**config.mk**
```make
export PLATFORM = sky130hd
export DESIGN_NAME = fcr_mac
export DESIGN_NICKNAME = d
export VERILOG_FILES = /design/src/rtl/fcr_pkg.sv /design/src/rtl/fcr_mac.sv
export SDC_FILE = /design/constraint.sdc
export NUM_CORES = 1
export LEC_CHECK = 0
export BUFFER_PORTS_ARGS = -buffer_cell sky130_fd_sc_hd__clkbuf_2
export CAP_MARGIN = 20
export CORE_AREA = 2 2 180 182
export CTS_CLUSTER_SIZE = 14
export DETAILED_ROUTE_END_ITERATION = 10
export DIE_AREA = 0 0 182 184
export GPL_TIMING_DRIVEN = 0
export SKIP_CTS_REPAIR_TIMING = 1
export SLEW_MARGIN = 20
export SYNTH_ARGS = -nofsm -noshare
export SYNTH_HDL_FRONTEND = slang
export SYNTH_SLANG_ARGS = --single-unit
export TNS_END_PERCENT = 10
```
**constraint.sdc**
```tcl
create_clock -name clk -period 20.5 [get_ports clk]
set_clock_uncertainty 0.15 [all_clocks]
set_input_delay 3.075 -clock clk [delete_from_list [all_inputs] [get_ports clk]]
set_output_delay 3.075 -clock clk [all_outputs]
set_load 0.005 [all_outputs]
```
**src/rtl/fcr_pkg.sv**
```systemverilog
// Shared constants and types for the feedback comb reverb.
package fcr_pkg;

    // Default sizes of the echo line and the audio samples.
    localparam int MAX_DELAY_DEF   = 4096;
    localparam int SAMPLE_BITS_DEF = 16;

    // Fixed field widths.
    localparam int DELAY_BITS     = 13;
    localparam int GAIN_BITS      = 16;
    localparam int FRAC_BITS      = 15;
    localparam int CFG_INDEX_BITS = 2;
    localparam int CFG_DATA_BITS  = 16;

    // Configuration register indexes.
    localparam logic [CFG_INDEX_BITS-1:0] CFG_DELAY = 2'd0;
    localparam logic [CFG_INDEX_BITS-1:0] CFG_GAIN  = 2'd1;

    // Configuration reset values.
    localparam logic [DELAY_BITS-1:0]       DELAY_RESET = 13'd1;
    localparam logic signed [GAIN_BITS-1:0] GAIN_RESET  = 16'sd16384;

    // Control handed from the address generator to the arithmetic stage.
    typedef struct packed {
        logic load;
        logic use_echo;
    } issue_t;

endpackage

```
**src/rtl/fcr_mac.sv**
```systemverilog
// Feedback multiply-add with saturation, echo forwarding and the output register.
module fcr_mac
    import fcr_pkg::*;
    #(
        parameter int SAMPLE_BITS = SAMPLE_BITS_DEF,
        parameter int AW          = 12
    )
    (
        input  logic                          clk,
        input  logic                          rst_n,
        input  issue_t                        issue,
        input  logic signed [SAMPLE_BITS-1:0] in_x,
        input  logic [AW-1:0]                 rd_addr,
        input  logic [AW-1:0]                 wr_addr,
        input  logic signed [GAIN_BITS-1:0]   gain,
        input  logic [SAMPLE_BITS-1:0]        ram_rdata,
        input  logic                          out_ready,
        output logic                          s1_free,
        output logic                          ram_we,
        output logic [AW-1:0]                 ram_waddr,
        output logic [SAMPLE_BITS-1:0]        ram_wdata,
        output logic                          out_valid,
        output logic signed [SAMPLE_BITS-1:0] out_sample,
        output logic                          clipped
    );

    localparam int PW = SAMPLE_BITS + GAIN_BITS;
    localparam int QW = PW - FRAC_BITS;
    localparam int SUMW = SAMPLE_BITS + 2;
    localparam logic signed [SUMW-1:0] SUM_MAX = {3'b000, {(SAMPLE_BITS-1){1'b1}}};
    localparam logic signed [SUMW-1:0] SUM_MIN = {3'b111, {(SAMPLE_BITS-1){1'b0}}};

    logic                          s1_valid_reg;
    logic                          s1_echo_reg;
    logic                          s1_fwd_reg;
    logic signed [SAMPLE_BITS-1:0] s1_x_reg;
    logic [AW-1:0]                 s1_waddr_reg;
    logic                          out_valid_reg;
    logic signed [SAMPLE_BITS-1:0] out_sample_reg;
    logic                          clipped_reg;

    logic                          advance;
    logic signed [SAMPLE_BITS-1:0] echo;
    logic signed [PW-1:0]          prod;
    logic signed [QW-1:0]          scaled;
    logic signed [SUMW-1:0]        sum;
    logic signed [SAMPLE_BITS-1:0] y_next;
    logic                          clip_next;

    assign advance = s1_valid_reg && (!out_valid_reg || out_ready);
    assign s1_free = !s1_valid_reg || advance;

    // The entry written in the cycle of the read is not yet in the read data;
    // it still sits in the output register.
    assign echo   = s1_fwd_reg ? out_sample_reg : $signed(ram_rdata);
    assign prod   = echo * gain;
    assign scaled = prod[PW-1:FRAC_BITS];
    assign sum    = SUMW'(s1_x_reg) + SUMW'(scaled);

    always_comb
    begin
        y_next    = s1_x_reg;
        clip_next = 1'b0;
        if (s1_echo_reg)
        begin
            if (sum > SUM_MAX)
            begin
                y_next    = SUM_MAX[SAMPLE_BITS-1:0];
                clip_next = 1'b1;
            end
            else if (sum < SUM_MIN)
            begin
                y_next    = SUM_MIN[SAMPLE_BITS-1:0];
                clip_next = 1'b1;
            end
            else
            begin
                y_next = sum[SAMPLE_BITS-1:0];
            end
        end
    end

    assign ram_we    = advance;
    assign ram_waddr = s1_waddr_reg;
    assign ram_wdata = y_next;

    always_ff @(posedge clk or negedge rst_n)
    begin
        if (!rst_n)
        begin
            s1_valid_reg  <= 1'b0;
            out_valid_reg <= 1'b0;
        end
        else
        begin
            if (issue.load)
            begin
                s1_valid_reg <= 1'b1;
            end
            else if (advance)
            begin
                s1_valid_reg <= 1'b0;
            end
            if (advance)
            begin
                out_valid_reg <= 1'b1;
            end
            else if (out_ready)
            begin
                out_valid_reg <= 1'b0;
            end
        end
    end

    always_ff @(posedge clk)
    begin
        if (issue.load)
        begin
            s1_echo_reg  <= issue.use_echo;
            s1_fwd_reg   <= ram_we && (ram_waddr == rd_addr);
            s1_x_reg     <= in_x;
            s1_waddr_reg <= wr_addr;
        end
        if (advance)
        begin
            out_sample_reg <= y_next;
            clipped_reg    <= clip_next;
        end
    end

    assign out_valid  = out_valid_reg;
    assign out_sample = out_sample_reg;
    assign clipped    = clipped_reg;

endmodule

```
==> flow_summary.ini <==
[yosys]
synthFlopType = edfxtp_1
yosys.area_share.xor_xnor_pct = 3.37
ys_seq_area_share_pct = 11.7
synth_top_area_cell = fa_1
synth_cell_types = 61
ys_top_cells_by_count = inv_1 (304), fa_1 (262), nand2_1 (132), and2_1 (111), ha_1 (96)
synth_mux_area_share_pct = 1.64
synthAdderAreaFrac_pct = 51.7
syn_area_um2 = 12500
synth_top_family_by_area = adder cells
yosysTopAreaCellShare_pct = 42.1
ys_ff_latch = 49
synth.most_common_cell = inv_1
syn_area_per_cell_um2 = 9.63
ys_warn_count = 0
synth_edf_count = 47
synth-compound-area-share_pct = 6.78
synth_nets = 1730
async_reset_ff_share_pct = 4.08
syn_inst = 1295
ys_top_cells_by_area = fa_1 (42%), edfxtp_1 (11%), ha_1 (9.6%)
synthSimpleGateAreaFrac_pct = 14.4

[cells_and_area]
multi_input_area_um2 = 9710
syn_to_final_growth_pct = 10.3
final_cell_count_no_fill = 1829
n_antenna_cell = 0
nNetsFinal = 1861
fillerInstances = 3100
seqCellArea_um2 = 1460
drive_above_1_share_pct = 11.4

[routing]
vias = 9201
drc_errors = 0
drt_first_pass_iters = 7
routed_wl_mm = 32.0
drt_iter0_markers = 532
routedWlPerCell_um = 17.5
viasPerCell = 5.03
ant_nets = 0

[clock_tree]
cts_max_level = 2
cts.sinks = 49
clk_pin_slew_ns = 0.06
clk_latency_ns = 0.29
cts_root_buffer = clkbuf_16
clockBufferDepth = 2
numCtsBuffers = 5
tritoncts = done

[job]
maxCapViolCount = 0

[global_routing]
track_usage_pct = 20.2
grt_pass1_vias = 9828
grt_overflow = 0
grt_pass1_wl_mm = 52.9
antenna_found_initial = 2
grt_max_degree = 32

[timing]
relSlewSlack_pct = 33.0
fin_crit_sh_pct = 79.9
holdWs_ns = 0.340
fin_setup_tns_ns = 0
setup_violations = 0
period_minus_slack_ns = 16.38
max_freq_mhz = 61.0
fin_ws_ns = 4.12
rsz0062_at_grt = no
hold_viol = 0
worst_pin_slew_ns = 1.00
drv_slew = 0

[setup_path]
max_stage_delay_ns = 0.71
worstPathArrival_ns = 13.16
crit_slowest_cell = fa_1
path_common_cell = fa_1
startpoint_type = primary input
cp-end-kind = primary output
r2r.worst_path.cells = 34
worstSetupPathType = primary input to primary output
rr_endpoint = out_sample[5]
timing.rr.start = s1_fwd_reg
worst_ep_required_time_ns = 17.28
path_max_fanout = 10
r2r_slack_ns = 9.07

[worst_hold_path]
whs_path_depth = 1
worstHoldStart = s1_valid_reg
holdCritPathClass = flop to flop
hold_end = out_valid

[placed_design]
io_buffers = 124
post-place-ws_ns = 4.26
gp_congestion = 0.881
dp_hpwl_mm = 27.9
dp.cells = 1821

[floorplan]
coreArea_um2 = 31400
die_x_um = 182
ios = 125
start_util_pct = 39.7
die_h_um = 184
dieArea_um2 = 33500
rows = 65

[outcome]
status = finished, final reports clean
## layout by cell type, fill, tap and decap left out, types with 5 or more instances in the layout
| cell | n |
|---|---|
| clkbuf_1 | 38 |
| nor2b_1 | 15 |
| nand2b_1 | 8 |
| clkbuf_16 | 5 |
| a31oi_1 | 12 |
| a21oi_1 | 37 |
| and2_1 | 111 |
| xor2_1 | 12 |
| nor2_1 | 36 |
| nand2_1 | 132 |
| nor3_1 | 9 |
| nand3_1 | 9 |
| inv_1 | 304 |
| edfxtp_1 | 47 |
| xnor2_1 | 36 |
| ha_1 | 96 |
| a21o_1 | 11 |
| or2_2 | 7 |
| fa_1 | 262 |
| clkbuf_2 | 124 |
| mux2_2 | 15 |
| o21ai_0 | 20 |
## cell type report
cell class	count	area share [%]
buffer	39	1.12
clock buffer	5	0.909
clock inverter	3	0.300
inverter	304	8.29
multi-input combinational	903	70.6
sequential	49	10.6
tap	402	3.66
timing repair buffer	124	4.51
## critical path, delay by kind of cell
kind	cells	cell delay, ns
XOR/XNOR	1	0.16
adder cells (fa/ha/maj)	8	3.82
buffers and inverters	9	1.50
AO/OA/AOI/OAI	6	1.67
multiplexers	1	0.37
AND/OR/NAND/NOR	9	2.55
## logic make-up after synthesis
group | Yosys count
adder cells (fa/ha/maj) | 358
AND/OR/NAND/NOR | 353
buffers and inverters | 343
AO/OA/AOI/OAI | 126
flip-flops | 49
XOR/XNOR | 48
multiplexers | 18
## through the flow
| stage | util, % | area (um2) |
|---|---|---|
| finish | 43.8 | 13800 |
| global route | 43.8 | 13800 |
| CTS | 43.8 | 13800 |
| detailed placement | 43.3 | 13600 |
| global placement | 43.3 | 13600 |
| floorplan | - | 12500 |
## routing by layer
metal | GRT usage, % | wire [um]
met1 | 27.5 | 13900
met2 | 35.6 | 16300
met3 | 1.68 | 1180
met4 | 3.77 | 526
met5 | 0 | 0
## how the worst max path moves through the flow
stage / end / cells past startpoint / slack (ns) / start
floorplan: ram_wdata[10] / 32 / 6.38 / ram_rdata[15]
global route: ram_wdata[5] / 34 / 3.53 / ram_rdata[15]
detailed placement: ram_wdata[5] / 34 / 4.26 / ram_rdata[15]
CTS: ram_wdata[5] / 34 / 4.22 / ram_rdata[15]
global placement: ram_wdata[5] / 34 / 4.28 / ram_rdata[15]
finish: ram_wdata[5] / 34 / 4.12 / ram_rdata[15]
Power is left out: the tool's default activity adds up to more than one toggle a clock period on the data nets, which glitch-free logic cannot reach.
