**src/rtl/fcr_pkg.sv**
```systemverilog
// Shared constants and types for the feedback comb reverb.
package fcr_pkg;

    // Default sizes of the echo line and the audio samples.
    localparam int MAX_DELAY_DEF   = 4096;
    localparam int SAMPLE_BITS_DEF = 16;

    // Fixed field widths.
    localparam int DELAY_BITS     = 13;
    localparam int GAIN_BITS      = 16;
    localparam int FRAC_BITS      = 15;
    localparam int CFG_INDEX_BITS = 2;
    localparam int CFG_DATA_BITS  = 16;

    // Configuration register indexes.
    localparam logic [CFG_INDEX_BITS-1:0] CFG_DELAY = 2'd0;
    localparam logic [CFG_INDEX_BITS-1:0] CFG_GAIN  = 2'd1;

    // Configuration reset values.
    localparam logic [DELAY_BITS-1:0]       DELAY_RESET = 13'd1;
    localparam logic signed [GAIN_BITS-1:0] GAIN_RESET  = 16'sd16384;

    // Control handed from the address generator to the arithmetic stage.
    typedef struct packed {
        logic load;
        logic use_echo;
    } issue_t;

endpackage

```
**src/rtl/fcr_addr_gen.sv**
```systemverilog
// Configuration registers, write pointer, warm-up counter and echo read address.
module fcr_addr_gen
    import fcr_pkg::*;
    #(
        parameter int MAX_DELAY = MAX_DELAY_DEF
    )
    (
        input  logic                            clk,
        input  logic                            rst_n,
        input  logic                            cfg_write,
        input  logic [CFG_INDEX_BITS-1:0]       cfg_index,
        input  logic [CFG_DATA_BITS-1:0]        cfg_data,
        input  logic                            accept,
        input  logic                            last_of_sound,
        output logic [$clog2(MAX_DELAY)-1:0]    rd_addr,
        output logic [$clog2(MAX_DELAY)-1:0]    wr_addr,
        output logic                            use_echo,
        output logic signed [GAIN_BITS-1:0]     gain
    );

    localparam int AW = $clog2(MAX_DELAY);
    localparam int CW = $clog2(MAX_DELAY + 1);
    localparam int DW = (CW > DELAY_BITS) ? CW : DELAY_BITS;
    localparam int SW = DW + 1;

    logic [DELAY_BITS-1:0]       delay_reg;
    logic signed [GAIN_BITS-1:0] gain_reg;
    logic [AW-1:0]               wp_reg;
    logic [AW-1:0]               wp_next;
    logic [CW-1:0]               warm_reg;
    logic [CW-1:0]               warm_next;
    logic [DW-1:0]               delay_ext;
    logic [DW-1:0]               delay_eff;
    logic [SW-1:0]               rd_wide;

    always_ff @(posedge clk or negedge rst_n)
    begin
        if (!rst_n)
        begin
            delay_reg <= DELAY_RESET;
            gain_reg  <= GAIN_RESET;
        end
        else if (cfg_write)
        begin
            unique case (cfg_index)
                CFG_DELAY: delay_reg <= cfg_data[DELAY_BITS-1:0];
                CFG_GAIN:  gain_reg  <= $signed(cfg_data[GAIN_BITS-1:0]);
                default:   ;
            endcase
        end
    end

    // A delay of zero acts as one, and a delay beyond the line acts as its length.
    always_comb
    begin
        delay_ext = DW'(delay_reg);
        if (delay_ext == '0)
        begin
            delay_eff = DW'(1);
        end
        else if (delay_ext > DW'(MAX_DELAY))
        begin
            delay_eff = DW'(MAX_DELAY);
        end
        else
        begin
            delay_eff = delay_ext;
        end
    end

    always_comb
    begin
        if (SW'(wp_reg) >= SW'(delay_eff))
        begin
            rd_wide = SW'(wp_reg) - SW'(delay_eff);
        end
        else
        begin
            rd_wide = SW'(wp_reg) + SW'(MAX_DELAY) - SW'(delay_eff);
        end
    end

    assign rd_addr  = rd_wide[AW-1:0];
    assign wr_addr  = wp_reg;
    assign use_echo = DW'(warm_reg) >= delay_eff;
    assign gain     = gain_reg;

    always_comb
    begin
        wp_next = (wp_reg == AW'(MAX_DELAY - 1)) ? '0 : wp_reg + AW'(1);
        if (last_of_sound)
        begin
            warm_next = '0;
        end
        else if (warm_reg < CW'(MAX_DELAY))
        begin
            warm_next = warm_reg + CW'(1);
        end
        else
        begin
            warm_next = warm_reg;
        end
    end

    always_ff @(posedge clk or negedge rst_n)
    begin
        if (!rst_n)
        begin
            wp_reg   <= '0;
            warm_reg <= '0;
        end
        else if (accept)
        begin
            wp_reg   <= wp_next;
            warm_reg <= warm_next;
        end
    end

endmodule

```
**config.mk**
```make
export PLATFORM = sky130hd
export DESIGN_NAME = fcr_addr_gen
export DESIGN_NICKNAME = d
export VERILOG_FILES = /design/src/rtl/fcr_pkg.sv /design/src/rtl/fcr_addr_gen.sv
export SDC_FILE = /design/constraint.sdc
export NUM_CORES = 1
export LEC_CHECK = 0
export BUFFER_PORTS_ARGS = -buffer_cell sky130_fd_sc_hd__buf_2
export CAP_MARGIN = 20
export CELL_PAD_IN_SITES_DETAIL_PLACEMENT = 1
export CELL_PAD_IN_SITES_GLOBAL_PLACEMENT = 2
export CORE_MARGIN = 5
export CORE_UTILIZATION = 35
export CTS_BUF_LIST = sky130_fd_sc_hd__clkbuf_8 sky130_fd_sc_hd__clkbuf_16
export DETAILED_ROUTE_END_ITERATION = 16
export PLACE_DENSITY = 0.9
export SLEW_MARGIN = 0
export SYNTH_ARGS = -nofsm -noshare
export SYNTH_HDL_FRONTEND = slang
export SYNTH_SLANG_ARGS = --single-unit
```
**constraint.sdc**
```tcl
create_clock -name clk -period 2.8 [get_ports clk]
set_input_delay 0.14 -clock clk [delete_from_list [all_inputs] [get_ports clk]]
set_output_delay 0.14 -clock clk [all_outputs]
set_load 0.1 [all_outputs]
```
==> results of run 1 <==
[cell usage in the layout, fill, tap and decap left out, types with 10 or more instances in the layout]
master	n
nor2_1	27
buf_4	24
buf_2	53
mux2_2	28
dfrtp_1	43
xor2_1	11
inv_1	10
nand2_1	24
ha_1	26
[final cells by class]
cell class / count / area, µm²
Fill cell: 975 / 4400
Multi-Input combinational cell: 223 / 1940
Timing Repair Buffer: 90 / 661
Tap cell: 108 / 135
Sequential cell: 54 / 1370
Inverter: 11 / 45.0
Clock buffer: 5 / 68.8
Timing Repair inverter: 1 / 7.51
Clock inverter: 3 / 48.8
[per-stage QoR]
step / util / setup TNS, ps
floorplan: - / -137
global placement: 0.456 / -12.2
detailed placement: 0.456 / -143
CTS: 0.483 / -2410
global route: 0.493 / -3470
finish: 0.493 / -2340
[cells by family after synthesis]
kind of cell / share of synthesized area
simple gates: 0.137
flops: 0.436
compound gates: 0.110
mux: 0.108
fa+ha+maj: 0.115
xor+xnor: 0.0734
buf+inv: 0.0202
[what timing repair did]
| action | 4_1_cts | 5_1_grt |
|---|---|---|
| hold endpoints to repair | 20 | 0 |
| pin swaps | 8 | 5 |
| endpoints found under the setup margin | 11 | 10 |
| setup buffers | 4 | 5 |
| hold buffers | 1 | 0 |
| cloned | 0 | 1 |
| resized for setup | 18 | 10 |
[worst paths after layout]
check                        startpoint          end  slack [ps]  cells after the start
setup / recovery           delay_ext[2]   rd_addr[8]        -440                     11
hold / removal             cfg_data[14]     gain[14]          50                      2
setup reg to reg             wr_addr[1]  wr_addr[11]         800                      6
hold reg to reg                 gain[4]      gain[4]         510                      1
max in group asynchronous         rst_n   wr_addr[8]        1750                      3
min in group asynchronous         rst_n  warm_reg[6]         340                      2
[per-layer routing]
metal	part of all wire	wire (µm)	track usage
met5	0	0	0
met4	0.029	276	0.0611
met3	0.032	299	0.0304
met2	0.55	5110	0.314
met1	0.39	3680	0.195
==> impl_metrics.tcl, run 1 <==
set metrics [dict create \
    synth.distinct_cells 46 \
    synth_area_um2 3100 \
    num_rows 34 \
    synth_nets 344 \
    wire_per_inst_um 18.9 \
    clock_latency_ps 320 \
    placed_cell_area_um2 3960 \
    synthArstFlopShare 1.00 \
    grt_max_degree 25 \
    via_count 2666 \
    hold_violations 0 \
    dr.pass1.iters 4 \
    largest_reg_flops 16 \
    io_pins 64 \
    dr.first_iter.drc_count 63 \
    worst_setup_path_start_kind "flip-flop" \
    grt_setup_unrepaired "yes" \
    crit_slowest_cell "dfrtp_1" \
    fmax_mhz 309 \
    yosys.area.top_type "dfrtp_1" \
    numPortBuffers 63 \
    worstPathMaxFanout 2 \
    violations "negative setup slack" \
    finalCritPeriodShare 1.16 \
    drc 0 \
    synth_edf_count 0 \
    area_growth_syn_to_layout_pct 37.8 \
    fin_worst_skew_ps 10.9 \
    grt_first_pass_wirelength_um 14800 \
    place.gp.congestion 0.771 \
    die_w_um 104 \
    fin_hold_ws_ps 45.9 \
    dieArea_um2 10900 \
    slew_viol_final 0 \
    path_cells "nor4_4, a31oi_1, nor2_2, ha_2, fa_2, nor2b_4, o31a_1, or2_1, a221o_1, xor2_4, buf_12" \
    synthTopCellsByCount "dfrtp_1, mux2_2, nor2_1" \
    root_buffer "clkbuf_8" \
    yosysSeqAreaShare 0.436 \
    yosysMostFrequentCell "dfrtp_1" \
    dpl.hpwl_um 6860 \
    min_period_ps 3240 \
    start_util 0.358 \
    cp.arrival_ps 3100 \
    worstSetupEndpointType "primary output" \
    cts_num_sinks 54 \
    layout-drive-gt1-share 0.426 \
    n_antenna_cell 0 \
    antenna_found_initial 0 \
    fin_nets 437 \
    synthTopCellsByArea "dfrtp_1, ha_1, mux2_2" \
    crit_required_ps 2660 \
    syn_avg_cell_area_um2 10.6 \
    clkTransAtPathRegs_ps 110 \
    fin_area_um2 4280 \
    synth_seq_cells 54 \
    dp_slack_ps -88.3 \
    ant_nets 0 \
    numCtsBuffers 5 \
    cpPeakStageDelay_ps 430 \
    dp.cells 477 \
    synth_top_area_frac 0.419 \
    grt_overflow 0 \
    h-tree-depth 2 \
    postSynthCellCount 293 \
    synthFlopType "dfrtp_1" \
    hold_path_class "primary input to flip-flop" \
    max-slew-margin-rel 0.438 \
    critical-path-top-delay-family "compound AO/OA/AOI/OAI gates" \
    grt_pass1_vias 2836 \
    via_per_inst 5.39 \
    core_um2 8680 \
    worstSetupPathType "flip-flop to primary output" \
    setup_viol 8 \
    maxCapViolCount 0 \
    fin_cells 495 \
    clockBufferDepth 2 \
    critPathBufInv 1 \
    cts_tree "done" \
    routed_wl_um 9360 \
    synth_warnings 0 \
    track_usage 0.170 \
    layout_setup_ws_ps -436 \
    die_y_um 104 \
    status "finished with violations" \
    tightest_slew_ps 836 \
]
Power of run 1 is left out: the tool's default activity adds up to more than one toggle a clock period on the data nets, which glitch-free logic cannot reach.
==> run 2: changes to the inputs <==
--- a/config.mk
+++ b/config.mk
@@ -11,9 +11,9 @@
 export CELL_PAD_IN_SITES_GLOBAL_PLACEMENT = 2
 export CORE_MARGIN = 5
 export CORE_UTILIZATION = 35
-export CTS_BUF_LIST = sky130_fd_sc_hd__clkbuf_8 sky130_fd_sc_hd__clkbuf_16
 export DETAILED_ROUTE_END_ITERATION = 16
 export PLACE_DENSITY = 0.9
+export SKIP_CTS_REPAIR_TIMING = 1
 export SLEW_MARGIN = 0
 export SYNTH_ARGS = -nofsm -noshare
 export SYNTH_HDL_FRONTEND = slang
==> run 2 against run 1 <==
The run still ends with negative setup slack left. Worst setup slack lost 75 ps. Design area decreased by 1.1%. Fmax shrank 2.3%. Sequential share of layout area rose by 0.34 points. Clock skew shrank 1.3 ps. Hold slack improved by 3.3 ps. Register-to-register slack barely moved. Critical path depth unchanged. Critical path type unchanged. Largest cell class unchanged.
==> impl_metrics.tcl, run 2 (synthesis gave the netlist of run 1 again) <==
set metrics [dict create \
    dr.first_iter.drc_count 104 \
    h-tree-depth 2 \
    grt_overflow 0 \
    hold_violations 0 \
    worst_setup_path_start_kind "flip-flop" \
    clkTransAtPathRegs_ps 110 \
    track_usage 0.162 \
    tightest_slew_ps 828 \
    area_growth_syn_to_layout_pct 36.3 \
    place.gp.congestion 0.771 \
    numCtsBuffers 5 \
    min_period_ps 3310 \
    worstPathMaxFanout 2 \
    dp_slack_ps -88.3 \
    die_w_um 104 \
    hold_depth 2 \
    slew_viol_final 0 \
    cp.arrival_ps 3170 \
    dieArea_um2 10900 \
    highest_layer "met4" \
    grt_first_pass_wirelength_um 14300 \
    mostFrequentLayoutCell "buf_2" \
    crit_cells 11 \
    root_buffer "clkbuf_8" \
    status "finished with violations" \
    wire_per_inst_um 18.1 \
    antenna_found_initial 0 \
    maxCapViolCount 0 \
    ant_nets 0 \
    wirelength_met1_um 3600 \
    clockBufferDepth 2 \
    num_rows 34 \
    wl_met2_um 4790 \
    grt_setup_unrepaired "yes" \
    route.met3.wl_um 266 \
    start_util 0.358 \
    crit_required_ps 2660 \
    numPortBuffers 63 \
    via_per_inst 5.32 \
    clock_latency_ps 310 \
    placed_cell_area_um2 3960 \
    fmax_mhz 302 \
    crit_slowest_cell "dfrtp_1" \
    fin_worst_skew_ps 9.59 \
    drc 0 \
    finalCritPeriodShare 1.18 \
    n_antenna_cell 0 \
    path_cells "nor4_4, a31oi_1, nor2_1, ha_2, fa_2, nor2b_4, o31a_1, or2_1, a221o_1, xor2_4, buf_12" \
    largest_reg_flops 16 \
    violations "negative setup slack" \
    cts_num_sinks 54 \
    worstSetupPathType "flip-flop to primary output" \
    nFillCells 983 \
    worstSetupEndpointType "primary output" \
    core_um2 8680 \
    routed_wl_um 8870 \
    io_pins 64 \
    via_count 2614 \
    max-slew-margin-rel 0.444 \
    final_cell_mix "buf_2, dfrtp_1, nor2_1, mux2_2, ha_1" \
    critical-path-top-delay-family "simple AND/OR/NAND/NOR gates" \
    fin_area_um2 4230 \
    cpPeakStageDelay_ps 440 \
    dr.pass1.iters 4 \
    layout-drive-gt1-share 0.423 \
    setup_viol 8 \
    grt_pass1_vias 2811 \
    fin_nets 433 \
    hold_path_class "primary input to flip-flop" \
    reg2regPathDepth 6 \
    cts_tree "done" \
    grt_max_degree 25 \
    die_y_um 104 \
    critPathBufInv 1 \
    dpl.hpwl_um 6860 \
    layout_setup_ws_ps -511 \
]
## run 2: metal layers
metal  track usage  vias up
li1              -     1222
met1         0.187     1328
met2         0.297       48
met3        0.0292       16
met4        0.0574        0
met5             0        -
## run 2: through the flow
step,hold WS (ps),util,setup TNS (ps),std cells
finish,49.1,0.488,-2330,491
global route,38.3,0.488,-3520,491
CTS,-196,0.470,-3530,485
detailed placement,154,0.456,-143,477
global placement,155,0.456,-12.2,477
floorplan,-156,-,-137,293
## run 2: area by class of cell
type | count | area [µm²] | area share
Multi-Input combinational cell | 223 | 1940 | 0.458
Sequential cell | 54 | 1370 | 0.323
Timing Repair Buffer | 86 | 619 | 0.146
Tap cell | 108 | 135 | 0.0319
Clock buffer | 5 | 68.8 | 0.0163
Clock inverter | 3 | 48.8 | 0.0115
Inverter | 11 | 45.0 | 0.0106
Timing Repair inverter | 1 | 7.51 | 0.00177
## run 2: worst paths after layout
kind                                 to         start  slack (ps)
setup / recovery             rd_addr[8]  delay_ext[2]        -510
hold / removal                 gain[14]  cfg_data[14]          50
setup reg to reg            wr_addr[11]    wr_addr[1]         810
hold reg to reg                 gain[4]       gain[4]         510
max in group asynchronous    wr_addr[8]         rst_n        1750
min in group asynchronous  delay_ext[1]         rst_n         340
## run 2: worst reg2reg max path, delay by kind of cell, from the launching register on
family                   cells  cell delay [ps]
adder cells (fa/ha/maj)      1              210
flip-flops                   1              450
AND/OR/NAND/NOR              5             1220
Power of run 2 is left out for the same reason.
